==> src/hdl/hid_report_key_event_diff_assert.svh <==
// ----------------------------------------------------------------------------
// hid_report_key_event_diff_assert.svh
// Assertion macros used by the key event diff top module.
// ----------------------------------------------------------------------------
`ifndef HID_REPORT_KEY_EVENT_DIFF_ASSERT_SVH
`define HID_REPORT_KEY_EVENT_DIFF_ASSERT_SVH

// same-cycle implication, checked out of reset
`define HKD_ASSERT_NOW(lbl, ante, cons, msg) \
    lbl: assert property (@(posedge i_clk) disable iff (!i_rst_n) (ante) |-> (cons)) \
        else $error(msg);

// next-cycle implication, checked out of reset
`define HKD_ASSERT_NEXT(lbl, ante, cons, msg) \
    lbl: assert property (@(posedge i_clk) disable iff (!i_rst_n) (ante) |=> (cons)) \
        else $error(msg);

`endif

==> src/hdl/hkd_pkg.sv <==
// ----------------------------------------------------------------------------
// hkd_pkg
// Types and constants for the HID report key event diff block.
// ----------------------------------------------------------------------------
package hkd_pkg;

    localparam int CODE_W     = 8;
    localparam int KEY_CODES  = 256;
    localparam int IN_SLOTS   = 6;
    localparam int MOD_EVENTS = 6;
    localparam int S_TDATA_W  = 64;
    localparam int M_TDATA_W  = 16;

    // command on the input tuser
    localparam logic CMD_REPORT = 1'b0;
    localparam logic CMD_QUERY  = 1'b1;

    // answer kind on the output tuser
    localparam logic KIND_EVENT  = 1'b0;
    localparam logic KIND_ANSWER = 1'b1;

    // modifier event order: LCtrl, RCtrl, LShift, RShift, LAlt, RAlt
    localparam logic [2:0] MOD_BIT [MOD_EVENTS] = '{3'd0, 3'd4, 3'd1, 3'd5, 3'd2, 3'd6};
    localparam logic [CODE_W-1:0] MOD_CODE [MOD_EVENTS] =
        '{8'hE0, 8'hE4, 8'hE1, 8'hE5, 8'hE2, 8'hE6};

    // what one slot lane found
    typedef struct packed {
        logic press;
        logic release_;
    } t_lane_res;

    // key-down map write port
    typedef struct packed {
        logic              en;
        logic [CODE_W-1:0] addr;
        logic              down;
    } t_map_wr;

endpackage

==> src/hdl/hkd_lane.sv <==
// ----------------------------------------------------------------------------
// hkd_lane
// One slot lane: finds whether its current code is new and whether its
// previous code has gone away.
// ----------------------------------------------------------------------------
module hkd_lane
    import hkd_pkg::*;
#(
    parameter int SLOTS = 6
) (
    input  logic [CODE_W-1:0]            i_cur_code,
    input  logic [CODE_W-1:0]            i_prev_code,
    input  logic [SLOTS-1:0][CODE_W-1:0] i_cur_all,
    input  logic [SLOTS-1:0][CODE_W-1:0] i_prev_all,
    output t_lane_res                    o_res
);

    logic in_prev;
    logic in_cur;

    // membership search over the other report
    always_comb begin
        in_prev = 1'b0;
        in_cur  = 1'b0;
        for (int j = 0; j < SLOTS; j++) begin
            if (i_prev_all[j] == i_cur_code) begin
                in_prev = 1'b1;
            end
            if (i_cur_all[j] == i_prev_code) begin
                in_cur = 1'b1;
            end
        end
    end

    // empty slots never produce events
    assign o_res.press    = (i_cur_code != '0) && !in_prev;
    assign o_res.release_ = (i_prev_code != '0) && !in_cur;

endmodule

==> src/hdl/hkd_merge.sv <==
// ----------------------------------------------------------------------------
// hkd_merge
// Combines modifier changes and lane results into one ordered event mask:
// modifiers first, then presses in slot order, then releases.
// ----------------------------------------------------------------------------
module hkd_merge
    import hkd_pkg::*;
#(
    parameter int SLOTS = 6,
    localparam int NEV  = MOD_EVENTS + 2 * SLOTS
) (
    input  logic [7:0]            i_mods,
    input  logic [7:0]            i_prev_mods,
    input  t_lane_res [SLOTS-1:0] i_lane,
    output logic [NEV-1:0]        o_mask,
    output logic [MOD_EVENTS-1:0] o_mod_down,
    output logic                  o_any
);

    logic [7:0]            changed;
    logic [MOD_EVENTS-1:0] mod_chg;
    logic [SLOTS-1:0]      press;
    logic [SLOTS-1:0]      rel;

    assign changed = i_mods ^ i_prev_mods;

    // modifier bits in event order; GUI bits are never looked at
    always_comb begin
        for (int k = 0; k < MOD_EVENTS; k++) begin
            mod_chg[k]    = changed[MOD_BIT[k]];
            o_mod_down[k] = i_mods[MOD_BIT[k]];
        end
        for (int i = 0; i < SLOTS; i++) begin
            press[i] = i_lane[i].press;
            rel[i]   = i_lane[i].release_;
        end
    end

    assign o_mask = {rel, press, mod_chg};
    assign o_any  = |o_mask;

endmodule

==> src/hdl/hkd_keymap.sv <==
// ----------------------------------------------------------------------------
// hkd_keymap
// 256-entry key-down map: one write and one registered read per cycle,
// every entry cleared by reset.
// ----------------------------------------------------------------------------
module hkd_keymap
    import hkd_pkg::*;
(
    input  logic              i_clk,
    input  logic              i_rst_n,
    input  t_map_wr           i_wr,
    input  logic              i_rd_en,
    input  logic [CODE_W-1:0] i_rd_addr,
    output logic              o_rd_down
);

    logic [KEY_CODES-1:0] r_down;
    logic                 r_rd_down;

    // map update
    always_ff @(posedge i_clk) begin
        if (!i_rst_n) begin
            r_down <= '0;
        end else if (i_wr.en) begin
            r_down[i_wr.addr] <= i_wr.down;
        end
    end

    // registered read
    always_ff @(posedge i_clk) begin
        if (i_rd_en) begin
            r_rd_down <= r_down[i_rd_addr];
        end
    end

    assign o_rd_down = r_rd_down;

endmodule

==> src/hdl/hid_report_key_event_diff.sv <==
// ----------------------------------------------------------------------------
// hid_report_key_event_diff
// HID boot keyboard report differ with key-down map. Each report beat is
// compared, slot by slot in parallel lanes, with the stored previous report
// in the cycle it is accepted; the changes (modifiers E0 E4 E1 E5 E2 E6,
// then new keys, then released keys, each in slot order) leave one beat per
// cycle on the output stream while it is not stalled, tlast on the final one.
// A report without changes produces no beat. A query beat (tuser = 1) returns
// the key-down state of query_key in one beat with tuser and tlast set. A
// report holds the event sequencer until all of its events (1 to 18) have
// issued, a query through a map read and then its answer, paced by the single
// output register and the one read port of the key map. The next input beat
// is taken in the cycle the current one issues its last result.
// ----------------------------------------------------------------------------
module hid_report_key_event_diff
    import hkd_pkg::*;
#(
    parameter int KEY_SLOTS = 6
) (
    input  logic                 i_clk,
    input  logic                 i_rst_n,
    // input stream
    input  logic                 i_s_tvalid,
    output logic                 o_s_tready,
    // tdata: report_modifiers, key_slot_0 .. key_slot_5, query_key
    input  logic [S_TDATA_W-1:0] i_s_tdata,
    // tuser: command
    input  logic                 i_s_tuser,
    // output stream
    output logic                 o_m_tvalid,
    input  logic                 i_m_tready,
    // tdata: event_pressed, event_code, 7 zero bits
    output logic [M_TDATA_W-1:0] o_m_tdata,
    // tuser: answer_kind
    output logic                 o_m_tuser,
    // tlast: last_of_run
    output logic                 o_m_tlast
);

    `include "hid_report_key_event_diff_assert.svh"

    localparam int NEV = MOD_EVENTS + 2 * KEY_SLOTS;

    // input beat fields
    logic [7:0]                      in_mods;
    logic [KEY_SLOTS-1:0][CODE_W-1:0] in_cur;
    logic [CODE_W-1:0]               in_qkey;
    logic                            s_accept;

    // stored previous report
    logic [7:0]                      r_prev_mods;
    logic [KEY_SLOTS-1:0][CODE_W-1:0] r_prev_keys;

    // lanes and merge
    t_lane_res [KEY_SLOTS-1:0]       lane_res;
    logic [NEV-1:0]                  mg_mask;
    logic [MOD_EVENTS-1:0]           mg_mod_down;
    logic                            mg_any;

    // job in the event sequencer
    logic                            r_job_vld;
    logic                            r_job_qry;
    logic                            r_qry_rd;
    logic [NEV-1:0]                  r_job_mask;
    logic [MOD_EVENTS-1:0]           r_job_mods;
    logic [KEY_SLOTS-1:0][CODE_W-1:0] r_job_cur;
    logic [KEY_SLOTS-1:0][CODE_W-1:0] r_job_prev;
    logic [CODE_W-1:0]               r_job_key;

    // event selection
    logic [NEV-1:0][CODE_W-1:0]      ev_code;
    logic [NEV-1:0]                  ev_down;
    logic [NEV-1:0]                  sel;
    logic [NEV-1:0]                  rest;
    logic [CODE_W-1:0]               sel_code;
    logic                            sel_down;
    logic                            out_free;
    logic                            fire;
    logic                            fire_last;
    logic                            qry_emit;
    logic                            job_done;

    // key map port
    t_map_wr                         map_wr;
    logic                            map_rd_en;
    logic                            map_rd_down;

    // output register
    logic                            r_out_vld;
    logic                            r_out_kind;
    logic                            r_out_down;
    logic [CODE_W-1:0]               r_out_code;
    logic                            r_out_last;

    // unpack the input beat; slots past the six inputs read as empty
    assign in_mods = i_s_tdata[7:0];
    assign in_qkey = i_s_tdata[S_TDATA_W-1 -: CODE_W];

    for (genvar i = 0; i < KEY_SLOTS; i++) begin : g_cur
        if (i < IN_SLOTS) begin : g_in
            assign in_cur[i] = i_s_tdata[CODE_W*(i+1) +: CODE_W];
        end else begin : g_pad
            assign in_cur[i] = '0;
        end
    end

    // one lane per slot
    for (genvar i = 0; i < KEY_SLOTS; i++) begin : g_lane
        hkd_lane #(
            .SLOTS (KEY_SLOTS)
        ) u_lane (
            .i_cur_code  (in_cur[i]),
            .i_prev_code (r_prev_keys[i]),
            .i_cur_all   (in_cur),
            .i_prev_all  (r_prev_keys),
            .o_res       (lane_res[i])
        );
    end

    hkd_merge #(
        .SLOTS (KEY_SLOTS)
    ) u_merge (
        .i_mods      (in_mods),
        .i_prev_mods (r_prev_mods),
        .i_lane      (lane_res),
        .o_mask      (mg_mask),
        .o_mod_down  (mg_mod_down),
        .o_any       (mg_any)
    );

    // handshake
    assign out_free   = !r_out_vld || i_m_tready;
    assign fire       = r_job_vld && !r_job_qry && out_free;
    assign fire_last  = fire && (rest == '0);
    assign qry_emit   = r_job_vld && r_job_qry && r_qry_rd && out_free;
    assign job_done   = fire_last || qry_emit;
    assign o_s_tready = !r_job_vld || job_done;
    assign s_accept   = i_s_tvalid && o_s_tready;

    // event table of the current job
    always_comb begin
        for (int k = 0; k < MOD_EVENTS; k++) begin
            ev_code[k] = MOD_CODE[k];
            ev_down[k] = r_job_mods[k];
        end
        for (int i = 0; i < KEY_SLOTS; i++) begin
            ev_code[MOD_EVENTS + i]             = r_job_cur[i];
            ev_down[MOD_EVENTS + i]             = 1'b1;
            ev_code[MOD_EVENTS + KEY_SLOTS + i] = r_job_prev[i];
            ev_down[MOD_EVENTS + KEY_SLOTS + i] = 1'b0;
        end
    end

    // lowest pending event, as a one-hot pick
    assign sel  = r_job_mask & (~r_job_mask + NEV'(1));
    assign rest = r_job_mask & ~sel;

    always_comb begin
        sel_code = '0;
        sel_down = 1'b0;
        for (int k = 0; k < NEV; k++) begin
            if (sel[k]) begin
                sel_code = sel_code | ev_code[k];
                sel_down = sel_down | ev_down[k];
            end
        end
    end

    // stored report, updated as each report beat is taken
    always_ff @(posedge i_clk) begin
        if (!i_rst_n) begin
            r_prev_mods <= '0;
            r_prev_keys <= '0;
        end else if (s_accept && (i_s_tuser == CMD_REPORT)) begin
            r_prev_mods <= in_mods;
            r_prev_keys <= in_cur;
        end
    end

    // job control
    always_ff @(posedge i_clk) begin
        if (!i_rst_n) begin
            r_job_vld <= 1'b0;
            r_job_qry <= 1'b0;
            r_qry_rd  <= 1'b0;
        end else if (s_accept) begin
            r_job_vld <= (i_s_tuser == CMD_QUERY) || mg_any;
            r_job_qry <= (i_s_tuser == CMD_QUERY);
            r_qry_rd  <= 1'b0;
        end else begin
            if (job_done) begin
                r_job_vld <= 1'b0;
            end
            if (map_rd_en) begin
                r_qry_rd <= 1'b1;
            end
        end
    end

    // job payload
    always_ff @(posedge i_clk) begin
        if (s_accept) begin
            r_job_mask <= mg_mask;
            r_job_mods <= mg_mod_down;
            r_job_cur  <= in_cur;
            r_job_prev <= r_prev_keys;
            r_job_key  <= in_qkey;
        end else if (fire) begin
            r_job_mask <= rest;
        end
    end

    // key map: written as each event beat issues, read once per query
    assign map_wr.en   = fire;
    assign map_wr.addr = sel_code;
    assign map_wr.down = sel_down;
    assign map_rd_en   = r_job_vld && r_job_qry && !r_qry_rd;

    hkd_keymap u_keymap (
        .i_clk     (i_clk),
        .i_rst_n   (i_rst_n),
        .i_wr      (map_wr),
        .i_rd_en   (map_rd_en),
        .i_rd_addr (r_job_key),
        .o_rd_down (map_rd_down)
    );

    // output register valid
    always_ff @(posedge i_clk) begin
        if (!i_rst_n) begin
            r_out_vld <= 1'b0;
        end else if (fire || qry_emit) begin
            r_out_vld <= 1'b1;
        end else if (i_m_tready) begin
            r_out_vld <= 1'b0;
        end
    end

    // output register payload
    always_ff @(posedge i_clk) begin
        if (fire) begin
            r_out_kind <= KIND_EVENT;
            r_out_down <= sel_down;
            r_out_code <= sel_code;
            r_out_last <= (rest == '0);
        end else if (qry_emit) begin
            r_out_kind <= KIND_ANSWER;
            r_out_down <= map_rd_down;
            r_out_code <= r_job_key;
            r_out_last <= 1'b1;
        end
    end

    assign o_m_tvalid = r_out_vld;
    assign o_m_tdata  = {(M_TDATA_W - CODE_W - 1)'(0), r_out_code, r_out_down};
    assign o_m_tuser  = r_out_kind;
    assign o_m_tlast  = r_out_last;

    // checks
    `HKD_ASSERT_NOW(a_answer_last, o_m_tvalid && (o_m_tuser == KIND_ANSWER), o_m_tlast,
        "query answer without tlast")
    `HKD_ASSERT_NOW(a_report_job_pending, r_job_vld && !r_job_qry, r_job_mask != '0,
        "report job held with no pending event")
    `HKD_ASSERT_NEXT(a_run_continues, fire && (rest != '0), r_job_vld && !r_job_qry,
        "event run cut short before tlast")
    `HKD_ASSERT_NEXT(a_mask_shrinks, r_job_vld && !s_accept,
        (r_job_mask & ~$past(r_job_mask)) == '0, "pending event mask grew mid job")

endmodule

==> config.mk <==
export PLATFORM = sky130hd
export DESIGN_NAME = hid_report_key_event_diff
export DESIGN_NICKNAME = d
export VERILOG_FILES = /design/src/hdl/hkd_pkg.sv /design/src/hdl/hkd_lane.sv /design/src/hdl/hkd_merge.sv /design/src/hdl/hkd_keymap.sv /design/src/hdl/hid_report_key_event_diff.sv
export VERILOG_INCLUDE_DIRS = /design/src /design/src/hdl
export SDC_FILE = /design/constraint.sdc
export NUM_CORES = 1
export LEC_CHECK = 0
export BUFFER_PORTS_ARGS = -buffer_cell sky130_fd_sc_hd__clkbuf_2
export CAP_MARGIN = 20
export CORE_ASPECT_RATIO = 1.25
export CORE_MARGIN = 2
export CORE_UTILIZATION = 57
export CTS_CLUSTER_DIAMETER = 200
export DETAILED_ROUTE_END_ITERATION = 6
export PLACE_DENSITY = 0.77
export SYNTH_ARGS = -nofsm -noshare
export SYNTH_HDL_FRONTEND = slang
export SYNTH_SLANG_ARGS = --single-unit
==> constraint.sdc <==
create_clock -name i_clk -period 5 [get_ports i_clk]
set_clock_uncertainty 0.2 [all_clocks]
set_input_delay 0.25 -clock i_clk [delete_from_list [all_inputs] [get_ports i_clk]]
set_output_delay 0.25 -clock i_clk [all_outputs]
set_load 0.05 [all_outputs]
-- After elaboration in Yosys (flattened, before gate mapping)
Index checks and enable logic that the tools add are counted.
- register bits after elaboration: 455
- input port bits: 69
- output and inout port bits: 20
- word-level logic and storage cells: 313
- add/subtract/negate cells: 1
- order comparisons: 3
- equality and inequality tests: 72
- muxes and demuxes: 119
- bitwise logic cells: 24
- reductions and logical operators: 62
- operators by type and width (kind ; count):
    8-bit equality test ; 72
    256-bit bitwise mux ; 1
    8-bit 2-to-1 mux ; 20
    8-bit bitwise OR ; 12
    8-bit nonzero test ; 12
    1-bit 2-to-1 mux ; 94
    18-bit bitwise AND ; 2
    18-bit 2-to-1 mux ; 2
    18-bit NOT ; 2
    1-bit logical AND ; 22
    18-bit by 1-bit adder with 18-bit output (second input constant) ; 1
    18-bit zero test ; 1
    8-bit by 9-bit < comparator with 1-bit output (second input constant) ; 2
    18-bit OR reduction ; 1
    1-bit zero test ; 16
    1-bit binary-select mux with 8-bit select ; 1
    1-bit demux with 8-bit select ; 1
    8-bit by 1-bit >= comparator with 1-bit output (second input constant) ; 1
    2-bit nonzero test ; 4
    7-bit bitwise XOR ; 1
    1-bit logical OR ; 5
    1-bit bitwise OR ; 5
    1-bit NOT ; 2
    2-bit OR reduction ; 1

-- Longest topological paths before layout
- depth in word-level cells: 38
- mapped depth: 14
- depth with buffers taken out: 8

-- By module
Synthesis repeated with hierarchy kept, for this count alone.
- cells, all modules: 3104
- area, all modules: 29263.1 um^2
- modules (own cells, without submodules) (module ; instances ; cells each ; area each (um^2) ; sequential area each (um^2)):
    hkd_keymap ; 1 ; 1500 ; 13083.8 ; 5154.9
    hid_report_key_event_diff ; 1 ; 649 ; 8184.1 ; 5365.1
    hkd_lane ; 6 ; 154 ; 1292.5 ; 0.0
    hkd_merge ; 1 ; 31 ; 240.2 ; 0.0

-- Worst setup path after synthesis
No wires, ideal clock.
- path kind: register -> register
- from: register r_job_mask[4]
- to: register r_job_prev (netlist bit ev_code[100]), enable pin
- library setup time: 0.464 ns
- data arrival time: 4.752 ns
- data required time: 4.336 ns
- path slack: -0.416 ns
- stages on the path, launching flop included: 11
- buffers on the path: 3
- clock period less this slack: 5.416 ns
- cell sequence: edfxtp_1 > buf_6 > or4_4 > buf_6 > or2_1 > buf_2 > o41ai_1 > nand4_1 > nor4b_2 > o21ai_1 > inv_1
- cells in the longest elaborated chain, start to end: 10
- RTL lines (element ; line ; source):
    start, declared ; hid_report_key_event_diff.sv:64 ; logic [NEV-1:0] r_job_mask;
    start signal, assigned ; hid_report_key_event_diff.sv:203 ; r_job_mask <= mg_mask;
    start signal, assigned ; hid_report_key_event_diff.sv:209 ; r_job_mask <= rest;
    18-bit NOT ; hid_report_key_event_diff.sv:155 ; assign sel = r_job_mask & (~r_job_mask + NEV'(1));
    18-bit by 1-bit adder with 18-bit output ; hid_report_key_event_diff.sv:155 ;
    18-bit bitwise AND ; hid_report_key_event_diff.sv:155 ;
    18-bit NOT ; hid_report_key_event_diff.sv:156 ; assign rest = r_job_mask & ~sel;
    18-bit bitwise AND * ; hid_report_key_event_diff.sv:156 ;
    18-bit zero test * ; hid_report_key_event_diff.sv:134 ; assign fire_last = fire && (rest == '0);
    1-bit logical AND * ; hid_report_key_event_diff.sv:134 ;
    1-bit logical OR * ; hid_report_key_event_diff.sv:136 ; assign job_done = fire_last || qry_emit;
    1-bit logical OR * ; hid_report_key_event_diff.sv:137 ; assign o_s_tready = !r_job_vld || job_done;
    1-bit logical AND * ; hid_report_key_event_diff.sv:138 ; assign s_accept = i_s_tvalid && o_s_tready;
    named net s_accept ; hid_report_key_event_diff.sv:48 ; logic s_accept;
    end signal, assigned ; hid_report_key_event_diff.sv:206 ; r_job_prev <= r_prev_keys;
    end, declared ; hid_report_key_event_diff.sv:67 ; logic [KEY_SLOTS-1:0][CODE_W-1:0] r_job_prev;
The timed path passes the listed nets; every way through them passes the cells marked *.
A chain may end at the register's enable or synchronous reset.

-- Worst setup path in the final report
- from: register r_job_mask[0]
- to: output o_s_tready
- cells in the longest elaborated chain, start to end: 9
- RTL lines (element ; line ; source):
    18-bit NOT ; hid_report_key_event_diff.sv:155 ;
    18-bit by 1-bit adder with 18-bit output ; hid_report_key_event_diff.sv:155 ;
    18-bit bitwise AND ; hid_report_key_event_diff.sv:155 ;
    18-bit NOT ; hid_report_key_event_diff.sv:156 ;
    18-bit bitwise AND * ; hid_report_key_event_diff.sv:156 ;
    18-bit zero test * ; hid_report_key_event_diff.sv:134 ;
    1-bit logical AND * ; hid_report_key_event_diff.sv:134 ;
    1-bit logical OR * ; hid_report_key_event_diff.sv:136 ;
    1-bit logical OR * ; hid_report_key_event_diff.sv:137 ;
    end, declared ; hid_report_key_event_diff.sv:24 ; output logic o_s_tready,
Mark *: on every way between the ends. The rest lies on a longest branch, timed or not.

==> impl_metrics.toml <==
[die]
core_um2 = 43100
num_rows = 85
ios = 89
die_y_um = 237
start_util = 0.577
die_x_um = 191
die_area_um2 = 45300

[pwr]
seqPwrFrac = 0.459
vdd_drop_max_mv = 0.299
p_sw_w = 0.00248
p_sw_frac = 0.278
p_comb_frac = 0.135
clockPowerShare = 0.406
internal-power_w = 0.00644
p_leak_nw = 9.98
power_density_nw_per_um2 = 325

[route]
totalWireLength_mm = 75.5
wire_per_inst_um = 24.8
drt_iter0_drc = 1954
dr.pass1.iters = 6
vias = 20300
ant_nets = 0
drc_errors = 0
routed_via_density = 6.65

[critical_path]
required_ns = 4.55
critPathBufInv = 1
crit_type = "reg -> out"
start_kind = "flop"
rr_worst_depth = 9
max_stage_delay_ns = 0.71
cp_cell_sequence = "or4_4, or2_1, o41ai_1, nand4_1, or4b_2, nand3_1, clkbuf_2"
cp_slowest_cell = "or4b_2"
arrival_ns = 4.02
path_depth = 7
end_kind = "output port"
crit_family = "simple AND/OR/NAND/NOR gates"
crit_fanout = 12

[timing]
min_period_ns = 4.47
tightest_slew_ns = 1.02
grt_setup_unrepaired = "no"
slew_viol_final = 0
fmax_ghz = 0.223
slew_headroom = 0.317
holdWs_ns = 0.0351
timing.final.hold_violations = 0
tns_ns = 0
setup_violations = 0
fin_crit_sh = 0.895

[final_layout]
fin_nets = 2516
fill_cells = 3369
stdcell_count = 3050
diodes = 0
drive_above_1_share = 0.148
fin_area_um2 = 27500
area_growth_syn_to_layout_pct = 10.7

[cts]
worstSkewPairLatency_ns = 0.59
cts.sinks = 454
clk_pin_slew_ns = 0.06
cts_resized = 0
root_buffer = "clkbuf_16"
ctsHtreeMaxLevel = 2
post-cts-setup-buffer-count = 0
cts_tree = "yes"
clockBufferDepth = 3
cts_buffers = 47

[place]
io_buffers = 79
post-place-cells = 2898
gp_congestion = 0.966
dp_hpwl_mm = 48.1
place_area_um2 = 25200

[min_path]
hold_depth = 3
hp-class = "in -> reg"

[logic_synthesis]
ys.flop_type = "dfxtp_1"
syn_inst = 2505
synth.distinct_cells = 72
ys_ff_latch = 454
yosysSeqAreaShare = 0.422
synth-edff-count = 139
syn_area_um2 = 24800
async_reset_ff_frac = 0
ys_warn_count = 0
syn_avg_cell_area_um2 = 9.91

[global_routing]
grt_overflow = 0
grt_pass1_wl_mm = 116
grt_usage = 0.332
antenna_found_initial = 1
grt_pass1_vias = 20000
grt_max_degree = 173

[job]
drv_cap = 0

[outcome]
outcome = "finished, final reports clean"
## cell usage in the layout (no fill, tap or decap), drive strengths merged, types with 4 or more instances in the layout
cell,instances
buf,66
bufinv,4
mux4,80
a21oi,21
nand4,94
dfxtp,315
a22oi,18
nor4,71
or4,4
inv,5
conb,7
a32oi,5
nand2,289
dlygate4sd3,65
a211oi,91
xnor2,222
and3,13
o21ai,80
a221o,4
edfxtp,139
and2,8
clkinv,12
nor2b,19
nand3,233
clkbuf,146
a221oi,5
clkinvlp,4
o211ai,5
xor2,72
mux2i,178
nand3b,4
a2111oi,4
nor3,13
or3,6
nor2,55
a31oi,87
o2111ai,4
## power groups by stage
stage                     registers (W)  logic, W  clock network [W]
after floorplan                 0.00406  0.000888                  0
after global placement          0.00416   0.00112                  0
after detailed placement        0.00416   0.00114                  0
after CTS                       0.00408   0.00119            0.00365
after global routing            0.00410   0.00128            0.00378
final                           0.00409   0.00121            0.00362
## sequential cells by signal, indices dropped and copies added (netlist names)
register and count:
u_keymap.o_rd_down 1, r_job_mods 6, r_qry_rd 1, r_prev_keys 48, r_out_code 8, o_m_tuser 1
ev_code 96, r_job_mask 18, r_out_down 1, r_job_vld 1, o_m_tlast 1, r_job_qry 1
u_keymap.r_down 256, o_m_tvalid 1, r_prev_mods 6, r_job_key 8
## through the flow
stage / utilization / setup slack [ns] / total power (W)
after floorplan: - / 0.629 / 0.00495
after CTS: 0.638 / 0.511 / 0.00892
after global placement: 0.586 / 0.866 / 0.00528
after global routing: 0.638 / 0.369 / 0.00916
after detailed placement: 0.586 / 0.839 / 0.00531
final: 0.638 / 0.525 / 0.00892
## final cells by class
class,count,area [um^2],area share
Clock buffer,67,1380,0.0501
Clock inverter,20,224,0.00815
Inverter,5,22.5,0.000819
Multi-Input combinational cell,1729,13000,0.473
Sequential cell,454,10500,0.381
Tap cell,565,707,0.0257
Timing Repair Buffer,210,1660,0.0605
## cell families after synthesis
group,count (synthesis),share of synthesized area
and+or+nand+nor,822,0.178
DFF,454,0.422
AOI/OAI and AO/OA,348,0.0942
buffers and inverters,328,0.0580
xor gates and xnor gates,294,0.104
muxes,258,0.144
other,1,0.000151
## worst paths after layout
kind,slack [ns],startpoint,endpoint
worst max-delay path,0.53,r_job_mask[0]$_SDFFCE_PN0P_,o_s_tready
worst max register to register,0.69,r_job_mask[7]$_DFFE_PP_,u_keymap.r_down[100]$_SDFFE_PN0P_
worst min register to register,0.26,u_keymap.r_down[158]$_SDFFE_PN0P_,u_keymap.r_down[158]$_SDFFE_PN0P_
worst min-delay path,0.04,i_rst_n,u_keymap.r_down[112]$_SDFFE_PN0P_
## metal layers
metal / GRT usage / routed length (um)
met1: 0.384 / 26700
met2: 0.571 / 37200
met3: 0.0555 / 6160
met4: 0.209 / 5400
met5: 0 / 14
## timing repair
item | 4_1_cts | 5_1_grt
endpoints found under the hold margin | 126 | 0
hold buffers | 65 | 0
endpoints found under the setup margin | 0 | 0
## synthesized netlist by cell type, types with 20 or more instances
cell type	instances	area (um^2)
nand3_2	20	200
nor2_1	55	206
mux4_2	80	1800
nand4_1	94	588
buf_2	47	235
edfxtp_1	139	4170
nand3_1	213	1070
a211oi_1	91	683
mux2i_1	178	1780
buf_1	34	128
xor2_1	72	631
nand2_1	288	1080
a21oi_1	21	105
buf_4	28	210
clkbuf_1	208	781
o21ai_0	68	340
xnor2_1	222	1940
nor4_1	54	338
dfxtp_1	315	6310
a31oi_1	87	544
## worst reg2reg max path, delay by kind of cell (launching register included)
kind	cells	cell delay, ns
AOI/OAI and AO/OA	1	0.22
buffers and inverters	1	0.29
DFF	1	0.59
muxes	1	0.16
and+or+nand+nor	6	2.69
(Power assumes the default switching activity.)
